**config.mk**
```make
export PLATFORM = sky130hd
export DESIGN_NAME = utf8_reverse_segmenter_core
export DESIGN_NICKNAME = d
export VERILOG_FILES = /design/src/rtl/core/u8rs_pkg.sv /design/src/rtl/core/u8rs_decode.sv /design/src/rtl/core/utf8_reverse_segmenter_core.sv
export SDC_FILE = /design/constraint.sdc
export NUM_CORES = 1
export LEC_CHECK = 0
export BUFFER_PORTS_ARGS = -buffer_cell sky130_fd_sc_hd__buf_2
export CAP_MARGIN = 25
export CORE_MARGIN = 5
export CORE_UTILIZATION = 58
export DETAILED_ROUTE_END_ITERATION = 6
export GPL_TIMING_DRIVEN = 0
export MAX_ROUTING_LAYER = met4
export PLACE_DENSITY_LB_ADDON = 0.2
export SYNTH_ARGS = -nofsm -noshare
export SYNTH_HDL_FRONTEND = slang
export SYNTH_HIERARCHICAL = 1
export SYNTH_SLANG_ARGS = --single-unit
```
**constraint.sdc**
```tcl
create_clock -name clk -period 4.2 [get_ports clk]
set_clock_uncertainty 0.05 [all_clocks]
set_input_delay 0.84 -clock clk [delete_from_list [all_inputs] [get_ports clk]]
set_output_delay 0.84 -clock clk [all_outputs]
set_load 0.05 [all_outputs]
```
**src/rtl/core/u8rs_pkg.sv**
```systemverilog
// Shared types, constants and functions of the reverse UTF-8 segmenter.
package u8rs_pkg;

  localparam int unsigned RunWidth   = 3;
  localparam int unsigned UnitWidth  = 8;
  localparam int unsigned CountWidth = 3;
  localparam int unsigned MDataWidth = 40;

  localparam logic [UnitWidth-1:0]  REPL_UNIT0 = 8'hEF;
  localparam logic [UnitWidth-1:0]  REPL_UNIT1 = 8'hBF;
  localparam logic [UnitWidth-1:0]  REPL_UNIT2 = 8'hBD;
  localparam logic [CountWidth-1:0] REPL_COUNT = 3'd3;
  localparam logic [RunWidth-1:0]   RUN_MAX    = 3'd7;

  localparam logic [1:0] EMIT_NONE = 2'd0;
  localparam logic [1:0] EMIT_ONE  = 2'd1;
  localparam logic [1:0] EMIT_TWO  = 2'd2;

  typedef struct packed {
    logic [UnitWidth-1:0]  unit0;
    logic [UnitWidth-1:0]  unit1;
    logic [UnitWidth-1:0]  unit2;
    logic [UnitWidth-1:0]  unit3;
    logic [CountWidth-1:0] unit_count;
    logic                  replaced;
    logic                  last_of_run;
  } result_t;

  typedef struct packed {
    logic [1:0]          emit;
    result_t             first;
    result_t             second;
    logic                shift_trail;
    logic [RunWidth-1:0] run_next;
  } decode_t;

  function automatic result_t repl_result(input logic last);
    result_t r;
    r.unit0       = REPL_UNIT0;
    r.unit1       = REPL_UNIT1;
    r.unit2       = REPL_UNIT2;
    r.unit3       = '0;
    r.unit_count  = REPL_COUNT;
    r.replaced    = 1'b1;
    r.last_of_run = last;
    return r;
  endfunction

  function automatic logic [MDataWidth-1:0] pack_data(input result_t r);
    return {5'b0, r.unit_count, r.unit3, r.unit2, r.unit1, r.unit0};
  endfunction

endpackage

```
**src/rtl/core/u8rs_decode.sv**
```systemverilog
// Combinational decode of one byte against the pending trail count and trail bytes.
module u8rs_decode (
  input  logic [7:0]                     code_unit,
  input  logic                           text_start,
  input  logic [u8rs_pkg::RunWidth-1:0]  trail_run,
  input  logic [7:0]                     trail0,
  input  logic [7:0]                     trail1,
  input  logic [7:0]                     trail2,
  output u8rs_pkg::decode_t              dec
);

  logic       is_trail;
  logic       lead_bad;
  logic [1:0] need;
  u8rs_pkg::result_t char_res;

  assign is_trail = (code_unit[7:6] == 2'b10);

  always_comb begin
    lead_bad = 1'b0;
    need     = 2'd0;
    if (code_unit < 8'h80) begin
      need = 2'd0;
    end else if (code_unit < 8'hC2) begin
      lead_bad = 1'b1;
    end else if (code_unit < 8'hE0) begin
      need = 2'd1;
    end else if (code_unit < 8'hF0) begin
      need = 2'd2;
    end else if (code_unit <= 8'hF4) begin
      need = 2'd3;
    end else begin
      lead_bad = 1'b1;
    end
  end

  always_comb begin
    char_res.unit0       = code_unit;
    char_res.unit1       = (need >= 2'd1) ? trail0 : 8'h00;
    char_res.unit2       = (need >= 2'd2) ? trail1 : 8'h00;
    char_res.unit3       = (need == 2'd3) ? trail2 : 8'h00;
    char_res.unit_count  = {1'b0, need} + 3'd1;
    char_res.replaced    = 1'b0;
    char_res.last_of_run = 1'b1;
  end

  always_comb begin
    dec.emit        = u8rs_pkg::EMIT_NONE;
    dec.first       = u8rs_pkg::repl_result(1'b1);
    dec.second      = char_res;
    dec.shift_trail = is_trail;
    dec.run_next    = 3'd0;
    if (is_trail) begin
      if (text_start) begin
        dec.emit = u8rs_pkg::EMIT_ONE;
      end else begin
        dec.run_next = (trail_run == u8rs_pkg::RUN_MAX) ? trail_run : trail_run + 3'd1;
      end
    end else if (lead_bad || ({1'b0, need} > trail_run)) begin
      dec.emit = u8rs_pkg::EMIT_ONE;
    end else if ({1'b0, need} == trail_run) begin
      dec.emit  = u8rs_pkg::EMIT_ONE;
      dec.first = char_res;
    end else begin
      dec.emit  = u8rs_pkg::EMIT_TWO;
      dec.first = u8rs_pkg::repl_result(1'b0);
    end
  end

endmodule

```
**src/rtl/core/utf8_reverse_segmenter_core.sv**
```systemverilog
// Top level of the reverse UTF-8 segmenter: stream ports, state and result registers.
//
// Bytes of a UTF-8 text enter last byte first, one per transaction, with s_tlast marking the
// first byte of the text. Whole code points leave back to front, each with its bytes in forward
// order; malformed runs leave as U+FFFD with m_tuser set. The block takes one byte every cycle
// while the output is free and the holding register is empty. A lead byte that closes more
// trail bytes than it needs yields two transactions, and then s_tready stays low while the
// second one waits in the holding register behind the output register, until the first is taken.
// The first result of a byte appears on the output in the cycle after the byte is accepted;
// the second one follows in the cycle after the first one is taken.
module utf8_reverse_segmenter_core (
  input  logic        clk,
  input  logic        rst,
  input  logic        s_tvalid,
  output logic        s_tready,
  input  logic [7:0]  s_tdata,   // [7:0] code_unit
  input  logic        s_tlast,   // text_start
  output logic        m_tvalid,
  input  logic        m_tready,
  output logic [39:0] m_tdata,   // [7:0] unit0, [15:8] unit1, [23:16] unit2, [31:24] unit3,
                                 // [34:32] unit_count, [39:35] zero
  output logic [0:0]  m_tuser,   // [0] replaced
  output logic        m_tlast    // last_of_run
);

  logic [u8rs_pkg::RunWidth-1:0] trail_run;
  logic [7:0]                    recent_trails [3];
  u8rs_pkg::decode_t             dec;
  u8rs_pkg::result_t             out_res;
  u8rs_pkg::result_t             hold_res;
  logic                          hold_valid;
  logic                          accept;

  u8rs_decode u_decode (
    .code_unit  (s_tdata),
    .text_start (s_tlast),
    .trail_run  (trail_run),
    .trail0     (recent_trails[0]),
    .trail1     (recent_trails[1]),
    .trail2     (recent_trails[2]),
    .dec        (dec)
  );

  assign s_tready = !hold_valid && (!m_tvalid || m_tready);
  assign accept   = s_tvalid && s_tready;

  always_ff @(posedge clk) begin
    if (rst) begin
      trail_run <= '0;
    end else if (accept) begin
      trail_run <= dec.run_next;
    end
  end

  always_ff @(posedge clk) begin
    if (accept && dec.shift_trail) begin
      recent_trails[2] <= recent_trails[1];
      recent_trails[1] <= recent_trails[0];
      recent_trails[0] <= s_tdata;
    end
  end

  always_ff @(posedge clk) begin
    if (rst) begin
      m_tvalid   <= 1'b0;
      hold_valid <= 1'b0;
    end else if (accept) begin
      m_tvalid   <= (dec.emit != u8rs_pkg::EMIT_NONE);
      hold_valid <= (dec.emit == u8rs_pkg::EMIT_TWO);
    end else if (m_tvalid && m_tready) begin
      m_tvalid   <= hold_valid;
      hold_valid <= 1'b0;
    end
  end

  always_ff @(posedge clk) begin
    if (accept) begin
      out_res  <= dec.first;
      hold_res <= dec.second;
    end else if (m_tvalid && m_tready && hold_valid) begin
      out_res <= hold_res;
    end
  end

  assign m_tdata    = u8rs_pkg::pack_data(out_res);
  assign m_tuser[0] = out_res.replaced;
  assign m_tlast    = out_res.last_of_run;

  a_hold_behind_output: assert property (@(posedge clk) disable iff (rst)
    hold_valid |-> m_tvalid)
    else $error("holding register is full while the output register is empty");

  a_first_of_pair_waits: assert property (@(posedge clk) disable iff (rst)
    (m_tvalid && !m_tlast) |-> hold_valid)
    else $error("first result of a pair has no second result behind it");

  a_hold_is_char: assert property (@(posedge clk) disable iff (rst)
    hold_valid |-> (!hold_res.replaced && hold_res.last_of_run))
    else $error("held second result is not a final valid code point");

endmodule

```
# Yosys cells after proc, flatten, opt, wreduce, memory -nomap -nowiden
# Memories as Yosys holds them, arrays and structs flattened.
# Index checks and enable logic that the tools add are counted.
op_classes:
  n_addsub: 2
  order_cmp: 8
  eq_ne: 6
  mux: 30
  reduce_logical: 13
ops:
  columns: ["op", "n"]
  rows:
  - ["37-bit two-way mux", 4]
  - ["39-bit two-way mux", 1]
  - ["8-bit less-than comparator, second input constant", 4]
  - ["8-bit two-way mux", 3]
  - ["2-bit two-way mux", 7]
  - ["1-bit two-way mux", 12]
  - ["3-bit two-way mux", 3]
  - ["8-bit less-or-equal comparator, second input constant", 1]
  - ["2-bit equality test, second input constant", 3]
  - ["2-bit nonzero test", 3]
  - ["1-bit logical AND", 5]
  - ["2-bit by 1-bit adder with 3-bit output, second input constant", 1]
  - ["3-bit by 1-bit adder with 3-bit output, second input constant", 1]
  - ["2-bit by 3-bit equality test with 1-bit output", 1]
  - ["3-bit equality test, second input constant", 1]
  - ["2-bit by 3-bit > comparator with 1-bit output", 1]
  - ["3-bit != test, second input constant", 1]
  - ["2-bit by 1-bit >= comparator with 1-bit output, second input constant", 1]
  - ["2-bit >= comparator, second input constant", 1]
  - ["1-bit logical NOT", 2]
  - ["1-bit logical OR", 2]
  - ["2-bit AND reduction", 1]
totals:
  ff_bits: 77
  ram_bits: 24
  out_inout_bits: 44
  elab_cells: 75
  memories: 1
memory_table:
  columns: ["memory", "words", "word_bits", "read_ports", "rd_clocked_by_memory_dff", "write_ports", "line_no", "text"]
  rows:
  - ["recent_trails", 3, 8, 3, 0, 3, "utf8_reverse_segmenter_core.sv:27", "logic [7:0] recent_trails [3];"]

# Longest topological paths before layout
depth:
  depth_word: 13
  depth_mapped: 12
  mapped_depth_nobuf: 12

# Cells and area by module
# The synthesis kept the hierarchy.
by_module_without_submodules:
  columns: ["module", "instances", "cells_per_inst", "area_each_um2", "seq_area_each_um2"]
  rows:
  - ["utf8_reverse_segmenter_core", 1, 176, 3759.9, 3042.9]
  - ["u8rs_decode", 1, 115, 769.5, 0.0]

# Least setup slack after synthesis
# OpenSTA, ideal clock, no wires.
synth_path:
  path_kind: "input to register"
  start: "input s_tvalid"
  end: "register out_res, in the netlist m_tdata[0], enable pin"
  setup_time_ns: 0.444
  arrival_time_ns: 2.749
  required_time_ns: 3.706
  path_slack_ns: 0.957
  path_stages: 2
  cell_sequence: "nand2b_1 -> a21oi_1"
synth_between:
  elab_chain_cells: 2
synth_lines:
  columns: ["item", "line_no", "text"]
  rows:
  - ["from (decl)", "utf8_reverse_segmenter_core.sv:14", "input logic s_tvalid,"]
  - ["1-bit logical AND", "utf8_reverse_segmenter_core.sv:45", "assign accept = s_tvalid && s_tready;"]
  - ["2-bit nonzero test (no source line)", null, null]
  - ["to (signal assigned)", "utf8_reverse_segmenter_core.sv:78", "out_res <= dec.first;"]
  - ["to (signal assigned)", "utf8_reverse_segmenter_core.sv:81", "out_res <= hold_res;"]
  - ["to (decl)", "utf8_reverse_segmenter_core.sv:29", "u8rs_pkg::result_t out_res;"]
# Every way passes these cells.
# A chain may end at the register's enable or synchronous reset.

==> flow_summary.ini <==
[grt]
grt_max_degree = 38
antenna_found_initial = 0
gr-usage-met2_pct = 27.56
gr-total-overflow = 0
grt_pass1_vias = 2447
use_met1_pct = 20.48
top_usage_layer = met2
grt_usage_pct = 16.66
use_met3_pct = 2.571
grt_pass1_wl_um = 12140

[floorplanning]
core_area_um2 = 7647
start_util_pct = 59.23
die_w_um = 98.37
die_h_um = 98.37
ios = 57
rows = 32
dieArea_um2 = 9677

[critical_path]
reg2reg_from = hold_valid
max_stage_delay_ns = 0.42
cp.arrival_ns = 3.12
crit_start = s_tdata[1]
crit_top_cell = nand2_1
required_ns = 4.26
critical_path_buf_inv_count = 3
crit_type = in -> reg
cp_max_fo = 10
crit_chain = buf_2 > o21ai_0 > nand3b_1 > a211oi_1 > inv_1 > ha_1 > nand2_1 > nor2_1 > o21a_4 > buf_4 > nand2_1 > mux2_2
cp_slowest_cell = a211oi_1
endpoint_kind = flop
cp_top_family = compound AO/OA/AOI/OAI gates
critPathLaunchType = input pin

[power_and_ir_drop]
p_int_mw = 1.589
switching_share_pct = 26.61
seq_power_share_pct = 56.1
power.switching_uw = 576.3
power_frac_clock_pct = 27.5
peakVddDrop_mv = 0.1895
leakagePower_nw = 2.068
powerDensity_nw_per_um2 = 419.1
pwr-share-comb_pct = 16.4

[clock_tree]
insertion_delay_ns = 0.36
holdBufCountCts = 0
cts_sinks = 103
cts_tree = done
path_clk_slew_ns = 0.09
htree_levels = 3
clockBufferDepth = 2
post_cts_buffers = 0
cts_resized = 0
numCtsBuffers = 9
ctsRootBufferMaster = clkbuf_8

[place]
port_buffers = 51
placed_area_um2 = 4966
gp_congestion = 0.7670
dpl.cell_count = 449
place_hpwl_um = 5004

[synth]
avgSynthCellArea_um2 = 15.56
yosys-top-cells-area = edfxtp_1 65%, mux2_4 6.3%, mux2_2 4.5%, and2_1 3.9%, buf_4 3.0%
yosysTopAreaCellShare_pct = 64.97
synth_cell_types = 38
ys_seq_area_share_pct = 67.18
synth_top_area_cell = edfxtp_1
synth-seq-cells = 103
syn_area_um2 = 4529
yosysWarnings = 6
netlist_instances = 291

[routing]
dr.pass1.iters = 4
via_count = 2382
viasPerCell = 5.123
remaining_drc_errors = 0
drt_iter0_markers = 146
wl_per_cell_um = 15.89
routed_wl_um = 7391
antenna_left = 0

[timing]
min_period_ns = 3.064
post-route-period-util_pct = 72.94
hold_violations = 0
rsz0062_at_grt = false
max_slew_margin_pct = 45.83
slew_violations = 0
finalSetupViolCount = 0
worst_pin_slew_ns = 0.8114
fin_setup_tns_ns = 0
fmax_mhz = 326.4

[finish]
layout_commonest_cell = edfxtp_1
finalInstanceArea_um2 = 5167
final_cells = 465
num_antenna_cells = 0
final_cell_mix = 98 x edfxtp_1, 52 x buf_2, 28 x and2_1
syn2layout_area_growth_pct = 14.09
drive_gt1_share_pct = 37.74
fin_nets = 378

[hold_path]
min-delay-start = recent_trails[0][4]
min_path_type = reg -> reg

[run]
cap_violations = 0

[status]
status = finished, final reports clean
-- kinds of logic (layout without fill, tap and decap cells) --
| kind of cell | after synthesis | in the layout | share of synthesized area (%) |
|---|---|---|---|
| and+or+nand+nor | 82 | 82 | 10.97 |
| muxes | 37 | 37 | 10.77 |
| xor gates and xnor gates | 1 | 1 | 0.1934 |
| other | 3 | 7 | 0.2486 |
| adders and majority gates | 6 | 6 | 1.657 |
| AOI/OAI and AO/OA | 28 | 28 | 4.226 |
| DFF | 103 | 103 | 67.18 |
| buffers and inverters | 31 | 99 | 4.751 |
-- sequential cells by signal, indices dropped and copies added (netlist names) --
register,count
hold_res,37
hold_valid,1
m_tdata,35
m_tlast,1
m_tuser,1
m_tvalid,1
recent_trails,24
trail_run,3
-- worst paths after layout --
path	end	slack, ns	cells after the start
max	m_tdata[32]	1.14	12
min	recent_trails[0][12]	0.40	0
min reg2reg	recent_trails[0][12]	0.40	0
max reg2reg	hold_res[3]	2.17	5
-- through the flow --
step	util [%]	setup slack, ns	hold slack [ns]	total power [mW]
finish	67.57	1.136	0.4035	2.166
global route	67.57	0.9244	0.4114	2.243
global placement	64.43	0.1012	0.3721	1.585
CTS	67.38	1.121	0.4014	2.180
detailed placement	64.94	0.7540	0.3792	1.597
floorplan	-	0.9574	0.3680	1.511
-- layout make-up --
cell class              count  area [um2]
plain buffers              23       185.2
clock buffers               9       123.9
clock inverters             6       62.56
fillers                   591        2480
inverters                   8       30.03
multi-input cells         161        1297
flip-flops and latches    103        3043
well taps                 102       127.6
repair buffers             53       297.8
-- worst reg2reg max path: stages, from the launching register on --
cell	delay, ns
dfxtp_1	0.39
nor2b_4	0.20
nand2_2	0.08
buf_6	0.15
buf_6	0.17
inv_2	0.60
-- per-layer routing --
layer	vias to the layer above	routed length, um
met5	-	0
met4	0	91
li1	1165	-
met2	52	3836
met1	1156	3134
met3	9	328
-- cells in the mapped netlist --
cell type and count:
nand3_1 4, nand3b_1 1, nor4_2 1, a21oi_1 7, nand2b_1 18, nor2b_1 10, a211oi_1 1, and2_1 28
a311oi_1 1, conb_1 3, o22ai_1 1, ha_1 6, xnor2_1 1, a41oi_1 1, nor2_1 5, o21a_4 1
buf_4 18, nand2b_2 1, edfxtp_1 98, inv_1 7, dfxtp_1 5, mux2_4 19, nand2_1 6, buf_6 4
or2_2 1, or3_1 1, and3_1 3, nor3_1 1, nor2b_4 1, a21o_1 6, o21ai_0 6, nand2_2 1
o21ai_1 2, mux2_2 18, buf_2 1, o211a_1 1, inv_2 1, o2111ai_2 1
-- power groups by stage --
stage	registers [mW]	clock network (mW)	logic, mW
after floorplan	1.35	0	0.160
after global placement	1.24	0	0.347
after detailed placement	1.24	0	0.358
after CTS	1.22	0.606	0.359
after global routing	1.22	0.643	0.378
final	1.21	0.595	0.356
Power figures use the tool's default switching activity.
